--- config.mk ---
export PLATFORM = sky130hd
export DESIGN_NAME = pcbn_ctrl
export DESIGN_NICKNAME = d
export VERILOG_FILES = /design/src/hw/rtl/pcbn_pkg.sv /design/src/hw/rtl/pcbn_ctrl.sv
export SDC_FILE = /design/constraint.sdc
export NUM_CORES = 1
export LEC_CHECK = 0
export BUFFER_PORTS_ARGS = -buffer_cell sky130_fd_sc_hd__buf_2
export CORE_AREA = 10 10 47 49
export CTS_CLUSTER_SIZE = 14
export DETAILED_ROUTE_END_ITERATION = 7
export DIE_AREA = 0 0 57 59
export GPL_TIMING_DRIVEN = 0
export PLACE_DENSITY_LB_ADDON = 0.12
export SYNTH_ARGS = -nofsm -noshare
export SYNTH_HDL_FRONTEND = slang
export SYNTH_SLANG_ARGS = --single-unit
--- constraint.sdc ---
create_clock -name clk -period 1.3 [get_ports clk]
set_input_delay 0.13 -clock clk [delete_from_list [all_inputs] [get_ports clk]]
set_output_delay 0.13 -clock clk [all_outputs]
set_load 0.005 [all_outputs]
--- src/hw/rtl/pcbn_pkg.sv ---
`timescale 1ns / 1ps
// ----------------------------------------------------------------------------
// pcbn_pkg
// Shared types and constants for the per-class box suppression unit.
// ----------------------------------------------------------------------------
package pcbn_pkg;

  localparam int MAX_DETS_DEF    = 64;
  localparam int MAX_CLASSES_DEF = 16;

  localparam int COORD_W   = 16;
  localparam int SCORE_W   = 16;
  localparam int CLASS_W   = 4;
  localparam int CLS_CNT_W = 5;
  localparam int BOX_W     = 4 * COORD_W;
  localparam int ENTRY_W   = BOX_W + SCORE_W + CLASS_W;
  localparam int TDATA_W   = ((ENTRY_W + 7) / 8) * 8;
  localparam int CFG_IDX_W = 8;
  localparam int CFG_DATA_W = 16;

  localparam logic [CFG_IDX_W-1:0] REG_IOU_THRESHOLD = 8'd0;
  localparam logic [CFG_IDX_W-1:0] REG_CLASS_COUNT   = 8'd1;

  localparam logic [SCORE_W-1:0]   THRESH_RESET = 16'd29491;
  localparam logic [CLS_CNT_W-1:0] CCOUNT_RESET = 5'd4;

  typedef enum logic [2:0] {
    ST_LOAD,
    ST_CLS,
    ST_FIND,
    ST_EMIT,
    ST_SUPP,
    ST_FLUSH
  } state_t;

  typedef struct packed {
    logic load;
    logic start_scan;
    logic find_scan;
    logic supp_scan;
    logic keep;
    logic next_class;
    logic flush;
  } cmd_t;

  typedef struct packed {
    logic batch_end;
    logic cls_done;
    logic scan_done;
    logic found;
    logic push_ok;
  } status_t;

endpackage

--- src/hw/rtl/pcbn_ctrl.sv ---
`timescale 1ns / 1ps
// ----------------------------------------------------------------------------
// pcbn_ctrl
// Sequencer for load, per-class best search, suppression and flush.
// ----------------------------------------------------------------------------
module pcbn_ctrl (
  input  logic              clk,
  input  logic              rst,
  input  pcbn_pkg::status_t status,
  output pcbn_pkg::cmd_t    cmd
);

  pcbn_pkg::state_t state, state_next;

  always_ff @(posedge clk) begin
    if (rst) begin
      state <= pcbn_pkg::ST_LOAD;
    end else begin
      state <= state_next;
    end
  end

  always_comb begin
    state_next = state;
    case (state)
      pcbn_pkg::ST_LOAD: begin
        if (status.batch_end) state_next = pcbn_pkg::ST_CLS;
      end
      pcbn_pkg::ST_CLS: begin
        state_next = status.cls_done ? pcbn_pkg::ST_FLUSH : pcbn_pkg::ST_FIND;
      end
      pcbn_pkg::ST_FIND: begin
        if (status.scan_done) state_next = pcbn_pkg::ST_EMIT;
      end
      pcbn_pkg::ST_EMIT: begin
        if (!status.found) begin
          state_next = pcbn_pkg::ST_CLS;
        end else if (status.push_ok) begin
          state_next = pcbn_pkg::ST_SUPP;
        end
      end
      pcbn_pkg::ST_SUPP: begin
        if (status.scan_done) state_next = pcbn_pkg::ST_CLS;
      end
      pcbn_pkg::ST_FLUSH: begin
        if (status.push_ok) state_next = pcbn_pkg::ST_LOAD;
      end
      default: state_next = pcbn_pkg::ST_LOAD;
    endcase
  end

  always_comb begin
    cmd = '0;
    case (state)
      pcbn_pkg::ST_LOAD:  cmd.load = 1'b1;
      pcbn_pkg::ST_CLS:   cmd.start_scan = !status.cls_done;
      pcbn_pkg::ST_FIND:  cmd.find_scan = 1'b1;
      pcbn_pkg::ST_EMIT: begin
        cmd.next_class = !status.found;
        cmd.keep       = status.found && status.push_ok;
        cmd.start_scan = status.found && status.push_ok;
      end
      pcbn_pkg::ST_SUPP:  cmd.supp_scan = 1'b1;
      pcbn_pkg::ST_FLUSH: cmd.flush = status.push_ok;
      default: cmd = '0;
    endcase
  end

  a_one_phase: assert property (@(posedge clk) disable iff (rst)
    $onehot0({cmd.load, cmd.find_scan, cmd.supp_scan, cmd.flush}))
    else $error("more than one phase active");

  a_flush_to_load: assert property (@(posedge clk) disable iff (rst)
    cmd.flush |=> state == pcbn_pkg::ST_LOAD)
    else $error("flush did not return to load");

  a_keep_to_supp: assert property (@(posedge clk) disable iff (rst)
    cmd.keep |=> state == pcbn_pkg::ST_SUPP)
    else $error("kept box not followed by suppression");

endmodule

-- After elaboration in Yosys (flattened, before gate mapping)
Cells that the tools add are included.
- add/subtract/negate cells: 0
- $mul: 0
- div/mod/pow operators: 0
- $lt $le $gt $ge: 0
- equality and inequality tests: 10
- shifts and indexed selects: 0
- mux-type cells: 14
- bitwise logic cells: 0
- reduce and logical (&&, ||, !) cells: 5
- operator list (operator ; number):
    $mux W3 ; 7
    $pmux W3 S6 ; 1
    $ne A2 B2 Y1 const B ; 4
    $eq A3 B2 Y1 const B ; 2
    $eq A3 B3 Y1 const B ; 2
    $reduce_and A5 Y1 ; 1
    $mux W1 ; 4
    $eq A3 B1 Y1 const B ; 1
    $logic_not A3 Y1 ; 1
    $ne A3 B3 Y1 const B ; 1
    $logic_not A1 Y1 ; 2
    $mux W2 ; 1
    $pmux W1 S2 ; 1
    $logic_and A1 B1 Y1 ; 1
- register bits: 3
- bits in latches: 0
- bits in writable memories: 0
- bits in read-only memories: 0
- bits of input ports: 7
- logic and storage cells: 30
- memories: 0

-- Longest topological paths before layout
- word-level depth: 3
- gate-level depth with buffers: 5

-- Least setup slack after synthesis
No wires, ideal clock.
- path type: register -> register
- from: register state[1]
- to: register state[2]
- library setup time: 0.096 ns
- data arrival time: 1.125 ns
- setup slack: 0.080 ns
- cell stages (with the launch flop): 6
- path buffers: 1
- path through: dfxtp_1 buf_6 nor4_4 a21oi_4 a211o_2 o41ai_2
- word-level cells in the longest chain between the ends: 3
- elaborated cells between the ends (all ways): 13
- ends and longest elaborated chain (what ; RTL line ; text):
    from (decl) ; pcbn_ctrl.sv:13 ; pcbn_pkg::state_t state, state_next;
    from (signal assigned) ; pcbn_ctrl.sv:17 ; state <= pcbn_pkg::ST_LOAD;
    from (signal assigned) ; pcbn_ctrl.sv:19 ; state <= state_next;
    $eq A3 B2 Y1 (tied with other cells) ; pcbn_ctrl.sv:25 ; case (state)
    $ne A3 B3 Y1 (no line) or $ne A2 B2 Y1 (tied branches) ; - ;
    $reduce_and A5 Y1 (no line) ; - ;
Several ways; a longest one is shown, not always the timed one.
A chain may end at the register's enable or synchronous reset.

-- Worst setup path in the final report
- from: register state[0]
- to: register state[2]
The elaborated chain is that of the path after synthesis.

==> flow_metrics.tcl <==
set metrics [dict create \
    route.vias.total 386 \
    finalHoldViolCount 0 \
    fin_hold_ws_ns 0.165 \
    clkPwrFrac_pct 27.6 \
    setup_viol 0 \
    end_kind "register" \
    period_minus_slack_ns 1.30 \
    synth_cell_types 23 \
    post-place-ws_ns -0.00711 \
    power_density_nw_per_um2 1000 \
    clk_pin_slew_worst_paths_ns 0.03 \
    min_from "rst" \
    status "finished, final reports clean" \
    antenna_found_initial 0 \
    via_per_inst 4.77 \
    min_path_type "in2reg" \
    use_met1_pct 6.47 \
    timing.rr.start "state[0]" \
    insertedDiodeCount 0 \
    synth_top_area_share_pct 16.8 \
    busiest_layer "met2" \
    fp.dieW_um 57 \
    rsz0062_at_grt "yes" \
    slowest_stage "dfxtp_4" \
    critPathKind "reg2reg" \
    critPathMaxStageDelay_ns 0.34 \
    yosys-top-cells-area "dfxtp_1 (17%), buf_6 (9.5%), o41ai_2 (9.1%)" \
    floorplan.die_area_um2 3360 \
    startpoint_type "register" \
    cts_tree "done" \
    yosys.area_share.simple_pct 28.8 \
    relSlewSlack_pct 82.8 \
    overflow 0 \
    synthToLayoutAreaGrowth_pct 60.0 \
    root_buffer "clkbuf_4" \
    syn-instance-count 39 \
    hold_buffers 0 \
    syn_avg_cell_area_um2 9.14 \
    dp_hpwl_um 727 \
    netlist_area_um2 357 \
    crit_required_ns 1.42 \
    cap_viol_max_count 0 \
    drtIter0Drc 6 \
    stdcell_count 81 \
    die_y_um 59 \
    fin_crit_sh_pct 99.9 \
    drc 0 \
    fmax_mhz 770 \
    cts_inserted_buffers 3 \
    cts.path.max_buffers 2 \
    synth_top_cell_by_area "dfxtp_1" \
    switching_share_pct 33.5 \
    finClkSkew_ns 0.000419 \
    peakVddDrop_mv 0.470 \
    wl_um 1040 \
    fillCellCount 157 \
    worst-r2r-cell-count 5 \
    synth-edff-count 0 \
    worst_pin_slew_ns 0.256 \
    synth_compound_area_share_pct 29.5 \
    ys_ff_latch 3 \
    met2_usage_pct 9.30 \
    grt_first_pass_wirelength_um 1660 \
    final_util_pct 40.7 \
    rrSetupSlack_ns 0.001 \
    synth_xor_area_share_pct 4.56 \
    grt_max_degree 11 \
    holdPathStages 2 \
    ys.flop_type "dfxtp_1" \
    grt_util_all_layers_pct 6.24 \
    synth_adder_area_share_pct 0 \
    ys_warn_count 0 \
    top_register "state" \
    arrival_ns 1.42 \
    p_sw_uw 191 \
    insertion_delay_ns 0.23 \
    coreArea_um2 1400 \
    pwr-share-seq_pct 20.5 \
    worstPathCellList "buf_6 -> nor4_4 -> a21oi_4 -> a211o_2 -> o41ai_2" \
    synthArstFlopShare_pct 0 \
    internal_power_uw 379 \
    gr-usage-met3_pct 3.22 \
    cts_sinks 3 \
    r2r-end "state[2]" \
    final_nets 73 \
    syn-num-nets 46 \
    htreeDepth 1 \
    hold_path_end "state[1]" \
    drive_gt1_share_pct 72.3 \
    avgRoutedWirePerCell_um 12.9 \
    cp_max_fo 4 \
    dp.cells 68 \
    initial_core_util_pct 25.4 \
    finalWorstSetupSlack_ns 0.00127 \
    ant_nets 0 \
    ys_seq_area_share_pct 16.8 \
    combinationalPowerShare_pct 51.9 \
    synthMuxAreaShare_pct 8.77 \
    core.rowCount 14 \
    reg.largest.list "state: 3 flops" \
    ioPinCount 14 \
    slew_viol_final 0 \
    final_area_um2 571 \
    power_leakage_nw 0.285 \
    first_global_vias 399 \
    largest_reg_flops 3 \
    place.port_buffers 13 \
    gp_congestion 0.682 \
    synth_top_family_by_area "compound AO/OA/AOI/OAI gates" \
    dr.pass1.iters 4 \
    place_area_um2 442 \
]
## final cells by class
cell class / count / area [µm²] / area share (%)
timing repair buffer: 22 / 134 / 23.5
multi-input combinational: 31 / 283 / 49.6
buffer: 3 / 33.8 / 5.92
clock buffer: 4 / 26.3 / 4.61
tap: 16 / 20.0 / 3.51
inverter: 2 / 7.51 / 1.32
sequential: 3 / 66.3 / 11.6
## cell usage after synthesis (all sizes together) (2+ instances only)
cell and number:
nand2 4, nor2 4, buf 3, dfxtp 3, nor2b 3, nor3 3, a211o 2, a21oi 2
inv 2, mux2i 2, o41ai 2
## cells in the final DEF (no fill, tap or decap), types with 2 or more instances in the layout
cell,instances
nand2_2,2
o41ai_2,2
inv_1,2
buf_2,14
buf_4,7
nor3_2,2
clkbuf_4,3
nand2_1,2
mux2i_1,2
dfxtp_2,2
buf_6,4
nor2_1,2
nor2_2,2
## power groups by stage
| stage | clock [mW] | sequential [mW] | combinational [mW] |
|---|---|---|---|
| after detailed placement | 0 | 0.117 | 0.219 |
| after CTS | 0.168 | 0.113 | 0.268 |
| after global routing | 0.177 | 0.118 | 0.324 |
| after global placement | 0 | 0.117 | 0.220 |
| after floorplan | 0 | 0.115 | 0.161 |
| final | 0.157 | 0.117 | 0.296 |
## kinds of logic (layout without fill, tap and decap cells)
| family | count (synthesis) | after routing |
|---|---|---|
| flip-flops | 3 | 3 |
| AND/OR/NAND/NOR | 17 | 17 |
| multiplexers | 3 | 3 |
| buffers and inverters | 5 | 31 |
| XOR/XNOR | 1 | 1 |
| AO/OA/AOI/OAI | 10 | 10 |
## through the flow
stage | setup TNS [ns] | power (mW)
floorplan | 0 | 0.276
global placement | -0.0289 | 0.337
detailed placement | -0.00711 | 0.335
CTS | -0.0603 | 0.549
global route | -0.347 | 0.619
finish | 0 | 0.571
## critical path, delay by kind of cell (launching register included)
kind,cells,cell delay (ns)
flops,1,0.34
compound gates,3,0.43
simple gates,1,0.31
buf+inv,1,0.11
## per-layer routing
metal | share of wire [%] | vias up
li1 | - | 193
met1 | 44 | 182
met2 | 48 | 9
met3 | 7.1 | 2
met4 | 0.77 | 0
met5 | 0 | -
## how the worst max path moves through the flow
stage	from	to	depth (start not counted)
floorplan	state[1]	state[2]	5
global placement	state[0]	state[2]	5
detailed placement	state[0]	state[1]	5
CTS	state[0]	cmd[5]	6
global route	state[2]	state[2]	5
finish	state[0]	state[2]	5
## timing repair
action,4_1_cts,5_1_grt
pin swaps,4,5
resized for setup,6,7
setup buffers,5,3
endpoints found under the setup margin,6,9
gates cloned,0,1
Power figures use the tool's default switching activity.
